### src/ppt_pkg.sv
// Shared types and constants of the periodic priority task picker.
package ppt_pkg;

  localparam int FUNC_W = 2;
  localparam int PRIO_W = 8;
  localparam int RATE_W = 16;
  localparam int TIME_W = 32;
  localparam int DONE_W = 4;
  localparam int ST_W   = 3;
  localparam int TID_W  = 4;
  // slot index inside the chain, wide enough for the largest table
  localparam int ID_W   = 6;

  localparam int PER_W  = 10;
  localparam int DIV_W  = 10;
  localparam logic [DIV_W-1:0] DIV_NUM = 10'd1000;

  localparam int IN_W   = 64;
  localparam int OUT_W  = 8;

  localparam logic [FUNC_W-1:0] FN_CREATE   = 2'd0;
  localparam logic [FUNC_W-1:0] FN_PICK     = 2'd1;
  localparam logic [FUNC_W-1:0] FN_COMPLETE = 2'd2;

  localparam logic [ST_W-1:0] ST_OK      = 3'd0;
  localparam logic [ST_W-1:0] ST_IDLE    = 3'd1;
  localparam logic [ST_W-1:0] ST_FULL    = 3'd2;
  localparam logic [ST_W-1:0] ST_ZERO    = 3'd3;
  localparam logic [ST_W-1:0] ST_UNKNOWN = 3'd4;

  // broadcast write into one slot cell
  typedef struct packed {
    logic              create;
    logic              complete;
    logic [ID_W-1:0]   addr;
    logic [PRIO_W-1:0] prio;
    logic [PER_W-1:0]  period;
    logic [TIME_W-1:0] stamp;
  } slot_wr_t;

  // best-so-far candidate handed down the chain
  typedef struct packed {
    logic              found;
    logic [PRIO_W-1:0] prio;
    logic [ID_W-1:0]   id;
  } cand_t;

endpackage

### src/ppt_div.sv
// Serial restoring divider: DIV_NUM / divisor, one quotient bit per cycle.
module ppt_div
  import ppt_pkg::*;
(
  input  logic              clk_i,
  input  logic              rst_ni,
  input  logic              start_i,
  input  logic [RATE_W-1:0] divisor_i,
  output logic              done_o,
  output logic [DIV_W-1:0]  quot_o
);

  localparam int CNT_W = $clog2(DIV_W);

  logic              busy_q;
  logic              done_q;
  logic [CNT_W-1:0]  cnt_q;
  logic [RATE_W-1:0] div_q;
  logic [RATE_W-1:0] rem_q;
  logic [RATE_W-1:0] rem_d;
  logic [DIV_W-1:0]  num_q;
  logic [DIV_W-1:0]  quot_q;
  logic [RATE_W:0]   trial;
  logic              fits;

  always_comb begin
    trial = {rem_q, num_q[DIV_W-1]};
    fits  = trial >= {1'b0, div_q};
    rem_d = fits ? RATE_W'(trial - {1'b0, div_q}) : trial[RATE_W-1:0];
  end

  always_ff @(posedge clk_i or negedge rst_ni) begin
    if (!rst_ni) begin
      busy_q <= 1'b0;
      done_q <= 1'b0;
      cnt_q  <= '0;
    end else begin
      done_q <= 1'b0;
      if (start_i) begin
        busy_q <= 1'b1;
        cnt_q  <= '0;
      end else if (busy_q) begin
        cnt_q <= cnt_q + 1'b1;
        if (cnt_q == CNT_W'(DIV_W - 1)) begin
          busy_q <= 1'b0;
          done_q <= 1'b1;
        end
      end
    end
  end

  always_ff @(posedge clk_i) begin
    if (start_i) begin
      div_q  <= divisor_i;
      rem_q  <= '0;
      num_q  <= DIV_NUM;
      quot_q <= '0;
    end else if (busy_q) begin
      rem_q  <= rem_d;
      num_q  <= {num_q[DIV_W-2:0], 1'b0};
      quot_q <= {quot_q[DIV_W-2:0], fits};
    end
  end

  assign done_o = done_q;
  assign quot_o = quot_q;

endmodule

### src/ppt_cell.sv
// One task slot: holds its state and refines the candidate passed from its neighbor.
module ppt_cell
  import ppt_pkg::*;
#(
  parameter int IDX = 0
) (
  input  logic              clk_i,
  input  logic              rst_ni,
  input  slot_wr_t          wr_i,
  input  logic              active_i,
  input  logic [TIME_W-1:0] now_i,
  input  cand_t             cand_i,
  output cand_t             cand_o
);

  localparam logic [ID_W-1:0] MY_ID = ID_W'(IDX);

  logic [PRIO_W-1:0] prio_q;
  logic [PER_W-1:0]  period_q;
  logic [TIME_W-1:0] last_q;
  logic              has_run_q;
  cand_t             cand_q;
  cand_t             cand_d;
  logic [TIME_W-1:0] dt;
  logic              due;
  logic              sel;

  always_comb begin
    dt     = now_i - last_q;
    due    = active_i && (!has_run_q || dt > TIME_W'(period_q));
    // >= so the later slot wins a tie
    sel    = due && (!cand_i.found || prio_q >= cand_i.prio);
    cand_d = sel ? '{found: 1'b1, prio: prio_q, id: MY_ID} : cand_i;
  end

  always_ff @(posedge clk_i or negedge rst_ni) begin
    if (!rst_ni) begin
      has_run_q <= 1'b0;
      cand_q    <= '0;
    end else begin
      cand_q <= cand_d;
      if (wr_i.addr == MY_ID) begin
        if (wr_i.create) begin
          has_run_q <= 1'b0;
        end else if (wr_i.complete) begin
          has_run_q <= 1'b1;
        end
      end
    end
  end

  always_ff @(posedge clk_i) begin
    if (wr_i.addr == MY_ID) begin
      if (wr_i.create) begin
        prio_q   <= wr_i.prio;
        period_q <= wr_i.period;
        last_q   <= wr_i.stamp;
      end else if (wr_i.complete) begin
        last_q <= wr_i.stamp;
      end
    end
  end

  assign cand_o = cand_q;

endmodule

### src/periodic_priority_task_picker.sv
// Fixed-priority periodic task picker: a row of slot cells with a serial period divider.
//
// Input stream s_axis: one word per request. func selects create, pick or
// complete. Output stream m_axis: one status/task_id word per create, pick or
// complete; func 3 is taken and dropped without a result.
// Path from accept to the result being loaded into the output register:
//   complete:           straight to the output stage
//   create, rejected:   straight to the output stage
//   create, accepted:   after the 10-step serial divide of 1000 by the rate
//   pick:               after the candidate walks the cell row,
//                       one cell per cycle, so the pick time grows with MAX_TASKS
// One request is in flight at a time; s_axis_tready_o rises again once the
// result sits in the output register, so a new word is taken while the last
// result still waits. If the receiver stalls, the finished result holds in the
// output register and the next result waits inside until it is taken.
// Reset clears the task count and the has-run flags; the table is then empty
// and usable as soon as reset is released.
module periodic_priority_task_picker
  import ppt_pkg::*;
#(
  parameter int MAX_TASKS = 16
) (
  input  logic             clk_i,
  input  logic             rst_ni,
  input  logic             s_axis_tvalid_i,
  output logic             s_axis_tready_o,
  // func[1:0], task_priority[9:2], rate_hz[25:10], time_ms[57:26],
  // done_task[61:58], zero[63:62]
  input  logic [IN_W-1:0]  s_axis_tdata_i,
  output logic             m_axis_tvalid_o,
  input  logic             m_axis_tready_i,
  // status[2:0], task_id[6:3], zero[7]
  output logic [OUT_W-1:0] m_axis_tdata_o
);

  localparam int CW   = $clog2(MAX_TASKS + 1);
  localparam int CMPW = (CW > DONE_W) ? CW : DONE_W;

  typedef enum logic [1:0] {
    S_IDLE,
    S_DIV,
    S_SCAN,
    S_EMIT
  } state_e;

  state_e            state_q;
  logic [CW-1:0]     count_q;
  logic [CW-1:0]     scan_q;
  logic [TIME_W-1:0] now_q;
  logic [PRIO_W-1:0] prio_q;
  logic [ST_W-1:0]   res_st_q;
  logic [TID_W-1:0]  res_id_q;
  logic              m_valid_q;
  logic [OUT_W-1:0]  m_data_q;

  logic [FUNC_W-1:0] in_func;
  logic [PRIO_W-1:0] in_prio;
  logic [RATE_W-1:0] in_rate;
  logic [TIME_W-1:0] in_time;
  logic [DONE_W-1:0] in_done;

  logic              accept;
  logic              emit_go;
  logic              done_bad;
  logic              div_start;
  logic              div_done;
  logic [DIV_W-1:0]  div_quot;
  slot_wr_t          wr;
  cand_t             chain [MAX_TASKS+1];
  logic [MAX_TASKS-1:0] active;
  cand_t             best;

  assign in_func = s_axis_tdata_i[1:0];
  assign in_prio = s_axis_tdata_i[9:2];
  assign in_rate = s_axis_tdata_i[25:10];
  assign in_time = s_axis_tdata_i[57:26];
  assign in_done = s_axis_tdata_i[61:58];

  assign s_axis_tready_o = (state_q == S_IDLE);
  assign accept          = s_axis_tvalid_i && s_axis_tready_o;
  // output register is free or drains this cycle
  assign emit_go         = (state_q == S_EMIT) && (!m_valid_q || m_axis_tready_i);
  assign done_bad        = CMPW'(in_done) >= CMPW'(count_q);
  assign div_start       = accept && in_func == FN_CREATE && in_rate != '0
                           && count_q != CW'(MAX_TASKS);

  always_comb begin
    wr          = '0;
    wr.create   = (state_q == S_DIV) && div_done;
    wr.complete = accept && in_func == FN_COMPLETE && !done_bad;
    wr.addr     = wr.create ? ID_W'(count_q) : ID_W'(in_done);
    wr.prio     = prio_q;
    wr.period   = div_quot;
    wr.stamp    = wr.create ? '0 : in_time;
  end

  ppt_div u_div (
    .clk_i     (clk_i),
    .rst_ni    (rst_ni),
    .start_i   (div_start),
    .divisor_i (in_rate),
    .done_o    (div_done),
    .quot_o    (div_quot)
  );

  assign chain[0] = '0;

  for (genvar k = 0; k < MAX_TASKS; k++) begin : g_cell
    assign active[k] = CW'(k) < count_q;

    ppt_cell #(
      .IDX (k)
    ) u_cell (
      .clk_i    (clk_i),
      .rst_ni   (rst_ni),
      .wr_i     (wr),
      .active_i (active[k]),
      .now_i    (now_q),
      .cand_i   (chain[k]),
      .cand_o   (chain[k+1])
    );
  end

  assign best = chain[MAX_TASKS];

  always_ff @(posedge clk_i or negedge rst_ni) begin
    if (!rst_ni) begin
      state_q   <= S_IDLE;
      count_q   <= '0;
      scan_q    <= '0;
      now_q     <= '0;
      prio_q    <= '0;
      res_st_q  <= ST_OK;
      res_id_q  <= '0;
      m_valid_q <= 1'b0;
      m_data_q  <= '0;
    end else begin
      if (emit_go) begin
        m_valid_q <= 1'b1;
      end else if (m_valid_q && m_axis_tready_i) begin
        m_valid_q <= 1'b0;
      end
      case (state_q)
        S_IDLE: begin
          if (accept) begin
            case (in_func)
              FN_CREATE: begin
                res_id_q <= '0;
                if (in_rate == '0) begin
                  res_st_q <= ST_ZERO;
                  state_q  <= S_EMIT;
                end else if (count_q == CW'(MAX_TASKS)) begin
                  res_st_q <= ST_FULL;
                  state_q  <= S_EMIT;
                end else begin
                  prio_q  <= in_prio;
                  state_q <= S_DIV;
                end
              end
              FN_PICK: begin
                now_q   <= in_time;
                scan_q  <= '0;
                state_q <= S_SCAN;
              end
              FN_COMPLETE: begin
                res_st_q <= done_bad ? ST_UNKNOWN : ST_OK;
                res_id_q <= done_bad ? '0 : in_done;
                state_q  <= S_EMIT;
              end
              default: begin
                state_q <= S_IDLE;
              end
            endcase
          end
        end
        S_DIV: begin
          if (div_done) begin
            res_st_q <= ST_OK;
            res_id_q <= TID_W'(count_q);
            count_q  <= count_q + 1'b1;
            state_q  <= S_EMIT;
          end
        end
        S_SCAN: begin
          // last cell output settles in the cycle after it sees the final input
          scan_q <= scan_q + 1'b1;
          if (scan_q == CW'(MAX_TASKS)) begin
            res_st_q <= best.found ? ST_OK : ST_IDLE;
            res_id_q <= best.found ? TID_W'(best.id) : '0;
            state_q  <= S_EMIT;
          end
        end
        S_EMIT: begin
          if (emit_go) begin
            m_data_q <= {1'b0, res_id_q, res_st_q};
            state_q  <= S_IDLE;
          end
        end
        default: begin
          state_q <= S_IDLE;
        end
      endcase
    end
  end

  assign m_axis_tvalid_o = m_valid_q;
  assign m_axis_tdata_o  = m_data_q;

  a_count_range: assert property (@(posedge clk_i) disable iff (!rst_ni)
    count_q <= CW'(MAX_TASKS))
    else $error("task count above table size");

  a_create_bumps: assert property (@(posedge clk_i) disable iff (!rst_ni)
    wr.create |=> count_q == $past(count_q) + 1'b1)
    else $error("create did not advance task count");

  a_status_range: assert property (@(posedge clk_i) disable iff (!rst_ni)
    m_valid_q |-> m_data_q[ST_W-1:0] <= ST_UNKNOWN)
    else $error("undefined status code on output");

  a_quot_range: assert property (@(posedge clk_i) disable iff (!rst_ni)
    div_done |-> div_quot <= DIV_NUM)
    else $error("period above 1000 ms");

endmodule

### config.mk
export PLATFORM = sky130hd
export DESIGN_NAME = periodic_priority_task_picker
export DESIGN_NICKNAME = d
export VERILOG_FILES = /design/src/ppt_pkg.sv /design/src/ppt_div.sv /design/src/ppt_cell.sv /design/src/periodic_priority_task_picker.sv
export SDC_FILE = /design/constraint.sdc
export NUM_CORES = 2
export LEC_CHECK = 0
export BUFFER_PORTS_ARGS = -buffer_cell sky130_fd_sc_hd__buf_2
export CORE_AREA = 2 2 444 491
export CTS_CLUSTER_SIZE = 30
export DETAILED_ROUTE_END_ITERATION = 8
export DIE_AREA = 0 0 446 493
export PLACE_DENSITY_LB_ADDON = 0.08
export REMOVE_ABC_BUFFERS = 1
export SLEW_MARGIN = 15
export SYNTH_ARGS = -nofsm -noshare
export SYNTH_HDL_FRONTEND = slang
export SYNTH_HIERARCHICAL = 1
export SYNTH_SLANG_ARGS = --single-unit
### constraint.sdc
create_clock -name clk_i -period 4.5 [get_ports clk_i]
set_input_delay 0.9 -clock clk_i [delete_from_list [all_inputs] [get_ports clk_i]]
set_output_delay 0.9 -clock clk_i [all_outputs]
set_load 0.1 [all_outputs]
=== Word level (Yosys, flattened, before mapping) ===
Cells that the tools add are included.

* Reductions and logical operators: 155
* Order comparisons: 49
* Add/subtract/negate cells: 20
* Muxes and demuxes: 60
* Shifts and indexed selects: 0
* Equal/unequal tests: 31
* Div/mod/pow operators: 0
* $mul: 0
* Bitwise gates (word level): 2

{| class="wikitable"
|+ Operators by type and width
! kind !! number
|-
| 32-bit by 10-bit > comparator with 1-bit output || 16
|-
| 32-bit subtractor || 16
|-
| 15-bit two-way mux || 16
|-
| 8-bit >= comparator || 15
|-
| 32-bit two-way mux || 3
|-
| 2-bit AND reduction || 34
|-
| 5-bit by 4-bit equality test with 1-bit output, second input constant || 8
|-
| 1-bit logical AND || 40
|-
| 4-bit by 5-bit less-than comparator with 1-bit output, first input constant || 8
|-
| 1-bit zero test || 33
|-
| 1-bit logical OR || 32
|-
| 4-bit two-way mux || 7
|-
| 5-bit by 3-bit equality test with 1-bit output, second input constant || 4
|-
| 3-bit by 5-bit less-than comparator with 1-bit output, first input constant || 4
|-
| 3-bit two-way mux || 6
|-
| 17-bit by 16-bit >= comparator with 1-bit output || 1
|-
| 16-bit zero test || 1
|-
| 16-bit two-way mux || 1
|-
| 16-bit nonzero test || 1
|-
| 16-bit subtractor || 1
|-
| 5-bit two-way mux || 3
|-
| 2-bit two-way mux || 6
|-
| 4-bit case mux with 3 select lines || 1
|-
| 1-bit two-way mux || 11
|-
| other kinds (31) || 49
|}

* Input bits: 68
* Register bits: 1,168
* Bits in writable memories: 0
* Memories: 0
* Bits in read-only memories: 0
* Bits in latches: 0

=== Logic depth before layout (Yosys ltp) ===
* Word-level depth: 6
* Mapped depth: 21
* Gate-level depth less buffers: 20

=== Hierarchy ===
Netlist, hierarchy kept.

{| class="wikitable"
|+ Modules (own cells, without submodules)
! module !! area each (um2) !! instances !! cells an instance !! sequential area each (um2)
|-
| ppt_cell (g_cell[1].u_cell ...) || 5,013.6 || 4 || 528 || 1,901.8
|-
| ppt_cell (g_cell[5].u_cell ...) || 5,018.6 || 3 || 528 || 1,901.8
|-
| ppt_cell (g_cell[11].u_cell ...) || 5,026.1 || 2 || 527 || 1,901.8
|-
| ppt_cell (g_cell[10].u_cell) || 5,119.9 || 1 || 557 || 1,901.8
|-
| ppt_cell (g_cell[12].u_cell) || 5,016.1 || 1 || 529 || 1,901.8
|-
| ppt_cell (g_cell[3].u_cell) || 5,014.8 || 1 || 528 || 1,901.8
|-
| ppt_cell (g_cell[13].u_cell) || 4,828.4 || 1 || 508 || 1,901.8
|-
| ppt_cell (g_cell[0].u_cell) || 4,638.2 || 1 || 476 || 1,901.8
|-
| ppt_cell (g_cell[14].u_cell) || 4,628.2 || 1 || 476 || 1,901.8
|-
| ppt_cell (g_cell[15].u_cell) || 4,611.9 || 1 || 476 || 1,901.8
|-
| periodic_priority_task_picker || 3,539.6 || 1 || 319 || 1,676.6
|-
| ppt_div || 2,984.1 || 1 || 310 || 1,291.2
|}

=== Worst setup path before layout ===
OpenSTA, ideal clock, no wires.

* Path type: register to register
* Start point: register now_q[1]
* End point: register g_cell[10].u_cell.cand_q, in the netlist g_cell[10].u_cell/cand_o[14]
* Period minus slack after synthesis: 4,939 ps
* Setup slack: -439 ps
* Stages on the path, launching flop included: 20
* Data required time: 4,382 ps
* Arrival: 4,821 ps
* Buffers on the path: 1
* Cell sequence: dfrtp_1 inv_1 fa_1 nor2b_1 o2111ai_1 nand2_1 a21o_1 a21oi_1 xnor2_1 ha_1 a21oi_1 a21oi_1 a2111oi_0 o2111ai_1 nor3_1 nand4b_1 or4_1 or4_1 buf_4 a21o_1

{| class="wikitable"
|+ RTL lines
! element !! RTL line !! source
|-
| start, declared || periodic_priority_task_picker.sv:49 || <nowiki>logic [TIME_W-1:0] now_q;</nowiki>
|-
| start signal, assigned || periodic_priority_task_picker.sv:161 || <nowiki>now_q <= in_time;</nowiki>
|-
| end signal, assigned || ppt_cell.sv:41 || <nowiki>cand_q <= cand_d;</nowiki>
|-
| end, declared || ppt_cell.sv:22 || <nowiki>cand_t cand_q;</nowiki>
|}

==> reports/results.txt <==
IO Port Bufs -> 74
Final GP Congestion -> 0.933
Via-to-Cell Ratio -> 5.85
Rows -> 179
Vias in the first global route -> 70,000
Fin Clk Skew -> 0.0418 ns
Area grow syn2layout -> 18.2%
Status -> finished with violations
Worst-Skew Late Latency -> 0.83 ns
Syn avg cell area -> 9.52 sq um
CP Cell Sequence -> buf_12, buf_12, buf_12, inv_4, ha_4, fa_2, nor2b_4, o2111ai_2, nand2_1, a21o_1, a21oi_2, xnor2_1, ha_2, a21oi_2, a21oi_2, a2111oi_2, o2111ai_1, nor3_1, and3_4, nand4_4, buf_12, nor4_4, o21bai_1
H-tree levels -> 4
R2r setup slk -> -0.06 ns
Drt initial violations -> 6,531
Worst slew margin -> 22.8%
Critical path class -> flop to flop
Initial antenna violation count -> 45
Most Frequent Cell on Critical Path -> buf_12
Period utilization -> 101%
First-pass GRT wire length -> 478,000 um
Worst r2r dst -> g_cell[7].u_cell/cand_o[1]
Placed Instances -> 12,100
Max VDD drop -> 404 uV
CP max stage cell -> fa_2
Final setup viols -> 7
Routed WL per cell -> 26.8 um
Syn Std Cell Area -> 84,200 sq um
Die W -> 446 um
R2R depth -> 23
Final Critical Period -> 4.56 ns
Met1 usage -> 39.4%
Die Y -> 493 um
Hold Vio Cnt, Final -> 0
Worst Setup Start Kind -> flop
Critical Path End Type -> flop
Ports -> 78
CP Max Fanout -> 5
FILL cells -> 20,600
Worst-margin pin slew -> 1.15 ns
Type of the most critical hold path -> primary input to async pin
Total track usage -> 29.6%
Largest net degree at the start of global routing -> 90
Clk slew on worst S/H paths -> 0.06 ns
CP required -> 5.18 ns
RSZ-0062 raised after global routing -> yes
Die area -> 220,000 sq um
DR vias -> 73,100
Cell Pwr Density -> 705 nW/um^2
Core footprint -> 215,000 sq um
Failing checks -> negative setup slack
Setup slack at placement -> -0.814 ns
CTS tree -> done
Non-Filler Instances -> 12,500
Met2 Use GR -> 48.2%
Leakage power total -> 41.9 nW
Synth Instances -> 8,849
TritonCTS Buffers -> 143
Max incr delay on CP -> 0.42 ns
CTS Root Cell -> clkbuf_16
Initial core utilization -> 39.2%
DPL Wire Length -> 245,000 um
GR peak layer -> met2
CTS sink cnt -> 1,138
GRT met3 Usage -> 3.28%
Maximum clock rate -> 219 MHz
Max-slew violation count -> 0
Synth warnings -> 6
Crit path DAT -> 5.24 ns
DRT Wirelength -> 334,000 um
CTS Buffer Depth -> 3
Final worst slack -> -0.0595 ns
Fin nets -> 10,400
Layout cell share with drive strength beyond 1 -> 17.6%
Total DRC errors in the routed layout -> 0
DRT Pass-1 Iters -> 6
R2r startpoint -> now_q[0]
Gr ovfl total -> 0
Number of max-cap violations -> 0
Final ANT Viol Nets -> 0
[worst max path at each step]
stage,startpoint,to,slack (ns),cells past startpoint
final,now_q[0],g_cell[7].u_cell/cand_o[1],-0.06,23
after global routing,now_q[0],g_cell[7].u_cell/cand_o[1],-0.20,23
after CTS,now_q[1],g_cell[0].u_cell/cand_o[8],-0.003,22
after detailed placement,now_q[0],g_cell[12].u_cell/cand_o[2],-0.81,19
after global placement,now_q[0],g_cell[12].u_cell/cand_o[2],-0.73,19
after floorplan,now_q[1],g_cell[10].u_cell/cand_o[14],-0.41,18
[registers in the layout, indices dropped and copies added (netlist names)]
name                     cells
g_cell.u_cell/prio_q       128
g_cell.u_cell/period_q     160
res_st_q                     3
u_div/div_q                 16
state_q                      2
g_cell.u_cell/last_q       512
g_cell.u_cell/cand_o       200
u_div/busy_q                 1
m_axis_tvalid_o              1
u_div/quot_o                10
scan_q                       5
u_div/rem_q                 16
res_id_q                     4
count_q                      5
u_div/num_q                  7
prio_q                       8
u_div/cnt_q                  4
now_q                       32
g_cell.u_cell/has_run_q     16
u_div/done_o                 1
m_axis_tdata_o               7
[worst max-delay path: cells and delay by family (launching register included)]
kind | cells | cell delay, ns
adder cells (fa/ha/maj) | 3 | 0.76
flip-flops | 1 | 0.41
AO/OA/AOI/OAI | 8 | 1.30
AND/OR/NAND/NOR | 6 | 1.19
XOR/XNOR | 1 | 0.14
buffers and inverters | 5 | 0.61
[final cells by class]
type	count	area (sq um)	share of cell area, %
sequential	1138	32400	32.6
tap	2805	3510	3.53
multi-input combinational	6392	47900	48.1
inverter	999	3760	3.78
antenna	22	55.1	0.0553
clock buffer	187	3990	4.01
clock inverter	77	815	0.818
timing repair buffer	871	7050	7.08
[through the flow]
stage,hold slack [ns],TNS [ns],util [%],cell area (sq um),power [mW]
2_1_floorplan,0.404,-21.36,-,82300,39.1
3_3_place_gp,0.413,-39.51,42.9,92300,55.6
3_5_place_dp,0.414,-54.03,42.9,92300,55.7
4_1_cts,0.0743,-0.00260,45.5,97900,68.7
5_1_grt,0.109,-6.76,46.3,99500,74.5
6_report,0.0787,-0.119,46.3,99600,70.2
[report_power, final]
group	internal [mW]	switching (mW)
sequential	12.7	1.60
combinational	17.2	26.9
clock	6.81	5.02
total	36.6	33.6
[routing by layer]
layer  part of all wire [%]  wire length (um)
met5                 0.0057                19
met4                    5.1             16900
met1                     43            144000
met3                    5.3             17700
met2                     46            155000
[layout by cell type, fill, tap and decap left out, types with 97 or more instances in the layout]
cell	count
edfxtp_1	816
nor2_1	395
a211oi_1	100
a22oi_1	100
clkbuf_16	152
nand2b_1	165
a21o_1	184
ha_1	775
nand2_1	572
o21ai_1	99
o21ai_0	321
buf_4	730
nor3b_1	108
o21a_1	193
nor3_1	260
xor2_1	127
inv_1	989
a21oi_1	610
dfrtp_1	257
nand3_1	145
o211ai_1	97
nand4_1	297
xnor2_1	194
[timing repair]
action / in CTS / in global routing
hold buffers: 0 / 0
cloned: 4 / 2
gates resized for setup: 160 / 275
setup endpoints to repair: 189 / 178
setup buffers: 18 / 39
pin swaps: 88 / 254
Note: power is estimated with default switching activity, not from simulation.
